File: src/hdl/cfi2_pkg.sv
`default_nettype none

package cfi2_pkg;

    // Fixed field widths and arithmetic constants
    localparam int SAMPLE_W   = 16;
    localparam int ACC_W      = 32;
    localparam int COEF_IDX_W = 7;
    localparam int COEF_SLOTS = 128;
    localparam int Q_SHIFT    = 15;

    // Request codes on req_type
    localparam logic REQ_COEF   = 1'b0;
    localparam logic REQ_SAMPLE = 1'b1;

    typedef enum logic [1:0] {
        ST_IDLE,
        ST_RUN,
        ST_DRAIN,
        ST_EMIT
    } ctrl_state_t;

    // Controller to datapath commands
    typedef struct packed {
        logic coef_wr;      // write coefficient from the input word
        logic take_sample;  // latch the incoming sample
        logic clear;        // clear accumulators, rewind read pointers
        logic phase;        // coefficient phase used at clear
        logic issue;        // issue one tap read into the MAC pipeline
        logic load_out;     // load the output register from the accumulators
        logic last;         // last_of_pair flag for the loaded result
        logic push;         // write the latched sample into the history
    } ctrl_cmd_t;

    // Datapath to controller status
    typedef struct packed {
        logic pipe_busy;    // MAC pipeline still holds taps
        logic out_free;     // output register can take a result this cycle
    } dp_status_t;

endpackage

`default_nettype wire

File: src/hdl/cfi2_ctrl.sv
`default_nettype none

module cfi2_ctrl
    import cfi2_pkg::*;
#(
    parameter int TAP_COUNT = 128
)
(
    input  wire logic       clk,
    input  wire logic       rst_n,
    input  wire logic       in_valid,
    output logic            in_ready,
    input  wire logic       req_type,
    input  wire dp_status_t status,
    output ctrl_cmd_t       cmd
);

    localparam int HIST_LEN = TAP_COUNT / 2;
    localparam int HW       = (HIST_LEN > 1) ? $clog2(HIST_LEN) : 1;

    ctrl_state_t     state_reg, state_next;
    logic            phase_reg, phase_next;
    logic [HW-1:0]   tap_reg, tap_next;

    // Hold state, phase and tap count
    always_ff @(posedge clk or negedge rst_n)
    begin
        if (!rst_n)
        begin
            state_reg <= ST_IDLE;
            phase_reg <= 1'b1;
            tap_reg   <= '0;
        end
        else
        begin
            state_reg <= state_next;
            phase_reg <= phase_next;
            tap_reg   <= tap_next;
        end
    end

    // Next state: odd phase first, then even phase, then back to idle
    always_comb
    begin
        state_next = state_reg;
        phase_next = phase_reg;
        tap_next   = tap_reg;
        case (state_reg)
            ST_IDLE:
            begin
                if (in_valid && (req_type == REQ_SAMPLE))
                begin
                    state_next = ST_RUN;
                    phase_next = 1'b1;
                    tap_next   = '0;
                end
            end
            ST_RUN:
            begin
                tap_next = tap_reg + 1'b1;
                if (tap_reg == HW'(HIST_LEN - 1))
                begin
                    state_next = ST_DRAIN;
                end
            end
            ST_DRAIN:
            begin
                if (!status.pipe_busy)
                begin
                    state_next = ST_EMIT;
                end
            end
            ST_EMIT:
            begin
                if (status.out_free)
                begin
                    if (phase_reg)
                    begin
                        state_next = ST_RUN;
                        phase_next = 1'b0;
                        tap_next   = '0;
                    end
                    else
                    begin
                        state_next = ST_IDLE;
                    end
                end
            end
            default:
            begin
                state_next = ST_IDLE;
            end
        endcase
    end

    // Outputs: commands for the datapath
    always_comb
    begin
        in_ready = 1'b0;
        cmd      = '0;
        case (state_reg)
            ST_IDLE:
            begin
                in_ready = 1'b1;
                if (in_valid)
                begin
                    if (req_type == REQ_SAMPLE)
                    begin
                        cmd.take_sample = 1'b1;
                        cmd.clear       = 1'b1;
                        cmd.phase       = 1'b1;
                    end
                    else
                    begin
                        cmd.coef_wr = 1'b1;
                    end
                end
            end
            ST_RUN:
            begin
                cmd.issue = 1'b1;
            end
            ST_DRAIN:
            begin
                cmd = '0;
            end
            ST_EMIT:
            begin
                if (status.out_free)
                begin
                    cmd.load_out = 1'b1;
                    cmd.last     = !phase_reg;
                    if (phase_reg)
                    begin
                        cmd.clear = 1'b1;
                        cmd.phase = 1'b0;
                    end
                    else
                    begin
                        cmd.push = 1'b1;
                    end
                end
            end
            default:
            begin
                cmd = '0;
            end
        endcase
    end

    // Idle is reached again only after the sample enters the history
    a_ready_after_push: assert property (@(posedge clk) disable iff (!rst_n)
        $rose(in_ready) |-> $past(cmd.push))
        else $error("input reopened without history push");

    // Each pair ends with the even-phase result flagged last
    a_push_with_last: assert property (@(posedge clk) disable iff (!rst_n)
        cmd.push |-> (cmd.load_out && cmd.last))
        else $error("history push without final result");

endmodule

`default_nettype wire

File: config.mk
export PLATFORM = sky130hd
export DESIGN_NAME = cfi2_ctrl
export DESIGN_NICKNAME = d
export VERILOG_FILES = /design/src/hdl/cfi2_pkg.sv /design/src/hdl/cfi2_ctrl.sv
export SDC_FILE = /design/constraint.sdc
export NUM_CORES = 1
export LEC_CHECK = 0
export BUFFER_PORTS_ARGS = -buffer_cell sky130_fd_sc_hd__buf_4
export CAP_MARGIN = 30
export CORE_MARGIN = 3
export CORE_UTILIZATION = 40
export DETAILED_ROUTE_END_ITERATION = 12
export SLEW_MARGIN = 20
export SYNTH_ARGS = -nofsm -noshare
export SYNTH_HDL_FRONTEND = slang
export SYNTH_SLANG_ARGS = --single-unit
export TNS_END_PERCENT = 30
File: constraint.sdc
create_clock -name clk -period 6.5 [get_ports clk]
set_clock_uncertainty 0.2 [all_clocks]
set_input_delay 0.325 -clock clk [delete_from_list [all_inputs] [get_ports clk]]
set_output_delay 0.325 -clock clk [all_outputs]
set_load 0.01 [all_outputs]
==> results.yml <==
status:
  outcome: "finished, final reports clean"
routing:
  wirelength_um: 1120
  dr_total_vias: 499
  ant_nets: 0
  routed_via_density: 5.14
  dr.pass1.iters: 4
  drtIter0Drc: 13
  routedWlPerCell_um: 11.5
  route.detailed.drc: 0
critical_path:
  critPathKind: "reg2reg"
  start_kind: "flop"
  crit_end: "tap_reg[5]$_DFFE_PN0P_"
  r2r-end: "tap_reg[5]$_DFFE_PN0P_"
  crit_fanout: 9
  timing.rr.start: "state_reg[0]$_DFFE_PN0P_"
  arrival_ns: 2.38
  cp-startpoint: "state_reg[0]$_DFFE_PN0P_"
  crit_required_ns: 6.50
  r2r_setup_slack_ns: 4.12
  crit_path_end_kind: "flop"
  reg2regPathDepth: 6
global_route:
  grt_max_degree: 10
  grt_use_met2_pct: 17.2
  grtUsageTotal_pct: 12.8
  grt-busiest-layer: "met2"
  grt_pass1_vias: 413
  grt_pass1_wl_um: 1790
  use_met1_pct: 17.1
  grtUsageMet3_pct: 7.32
  grt_overflow: 0
  antenna_found_initial: 0
placed_design:
  pre_cts_ws_ns: 4.12
  place.gp.congestion: 0.746
  port-buffer-count: 14
sta:
  tightest_slew_ns: 0.295
  setup_viol: 0
  fin_ws_ns: 4.12
  fin_crit_ns: 2.38
  max_freq_mhz: 419
  tns_ns: 0
  slew_viol_final: 0
  relSlewSlack_pct: 80.2
  hold_viol: 0
  rsz0062_at_grt: "no"
  period_share_pct: 36.7
cts:
  cts_root_buffer: "clkbuf_4"
  cts.sinks: 9
  clock_latency_ns: 0.26
  clock_path_buffers: 2
  numCtsBuffers: 3
  cts_tree: "built"
  htree_levels: 1
  post_cts_buffers: 0
  clkTransAtPathRegs_ns: 0.06
hold_path:
  hp-class: "in2reg"
power:
  worst_ir_drop_vdd_mv: 0.204
  p_leak_nw: 0.351
  powerDensity_nw_per_um2: 417
logic_synthesis:
  synthTopCellsByArea: "dfrtp_1 34%, ha_1 11%, nand2_1 5.1%"
  avgSynthCellArea_um2: 9.00
  syn_inst: 66
  yosysUniqueCellTypes: 25
  netlist.area_leader.share_pct: 33.7
  yosysWarnings: 0
  syn_nets: 77
  netlist_area_um2: 594
  synth.largest_area_cell: "dfrtp_1"
  yosysSeqAreaShare_pct: 38.1
  synth_seq_cells: 9
finish:
  postLayoutCoreUtil_pct: 54.4
  antenna_cells: 0
  area_growth_pct: 23.6
  largest_reg_flops: 6
  nets: 94
  final_layout_size_suffix_gt1_share_pct: 25.6
  fill_cells: 131
die:
  die_area_um2: 1980
  io_pins: 15
  rows: 13
  core-area_um2: 1350
  die-height_um: 44.5
  start_util_pct: 44.0
  die_w_um: 44.5
run:
  drv_cap: 0
## placed cells by master (no fill, tap or decap), types with 2 or more instances in the layout
cell type	instances
o21ai_1	2
inv_1	3
nand3_1	5
nand2_1	8
dfrtp_1	8
buf_4	14
o21ai_0	5
nor2b_1	3
o31ai_1	4
ha_1	5
nor2_1	4
and2_1	3
clkbuf_4	3
or4_1	2
## critical path: stages (launching register included)
cell and delay, ns:
dfrtp_1 0.37, inv_1 0.09, ha_1 0.26, a21boi_4 0.17
or4_1 0.64, or4_1 0.51, nand3_1 0.09
## Yosys cell counts (all sizes together)
| library cell | n |
|---|---|
| dfrtp | 8 |
| nand2 | 8 |
| o21ai | 7 |
| ha | 5 |
| nand3 | 5 |
| nor2 | 4 |
| o31ai | 4 |
| and2 | 3 |
| buf | 3 |
| inv | 3 |
| nor2b | 3 |
| or2 | 2 |
| or4 | 2 |
| a211o | 1 |
| a21boi | 1 |
| a21oi | 1 |
| a2bb2oi | 1 |
| and3 | 1 |
| dfstp | 1 |
| mux2 | 1 |
| nand2b | 1 |
| o2111ai | 1 |
## per-stage QoR
| stage | cells | hold slack (ns) | instance area (um2) | total power, mW |
|---|---|---|---|---|
| 6_report | 97 | 0.184 | 734 | 0.306 |
| 5_1_grt | 97 | 0.179 | 734 | 0.337 |
| 4_1_cts | 97 | 0.179 | 734 | 0.309 |
| 3_5_place_dp | 92 | -0.0473 | 698 | 0.265 |
| 3_3_place_gp | 92 | -0.0471 | 698 | 0.267 |
| 2_1_floorplan | 66 | -0.171 | 594 | 0.219 |
## final cells by class
| class | count | area, um2 | share of cell area (%) |
|---|---|---|---|
| Clock buffer | 4 | 26.3 | 3.58 |
| Sequential cell | 9 | 226 | 30.8 |
| Inverter | 3 | 11.3 | 1.53 |
| Timing Repair Buffer | 15 | 115 | 15.7 |
| Multi-Input combinational cell | 51 | 337 | 45.8 |
| Tap cell | 15 | 18.8 | 2.56 |
## repair_timing
| item | CTS | global route |
|---|---|---|
| endpoints found under the hold margin | 9 | 0 |
| gates resized for setup | 0 | 0 |
| hold buffers | 1 | 0 |
## routing by layer
metal  wire (um)  part of all wire [%]
met2         475                    42
met1         571                    51
met3          64                   5.7
met5           0                     0
met4           8                  0.71
## power by group
part           switching (mW)  internal [mW]
Combinational          0.0911         0.0829
Sequential             0.0152         0.0751
Clock                  0.0181         0.0236
## worst min-delay path by stage
stage | start | end | slack, ns | depth (start not counted)
floorplan | rst_n | state_reg[0]$_DFFE_PN0P_ | -0.17 | 0
global placement | rst_n | tap_reg[3]$_DFFE_PN0P_ | -0.05 | 1
detailed placement | rst_n | tap_reg[3]$_DFFE_PN0P_ | -0.05 | 1
CTS | status[1] | state_reg[0]$_DFFE_PN0P_ | 0.18 | 4
global route | status[1] | state_reg[0]$_DFFE_PN0P_ | 0.18 | 4
finish | status[1] | state_reg[0]$_DFFE_PN0P_ | 0.18 | 4
## kinds of logic (layout without fill, tap and decap cells)
group | Yosys count | in the layout | share of synthesized area (%)
compound gates | 16 | 16 | 19.4
mux | 1 | 1 | 1.89
buf+inv | 6 | 22 | 5.26
flops | 9 | 9 | 38.1
simple gates | 29 | 29 | 24.8
fa+ha+maj | 5 | 5 | 10.5
No activity file was read; power rests on OpenSTA's default activity.
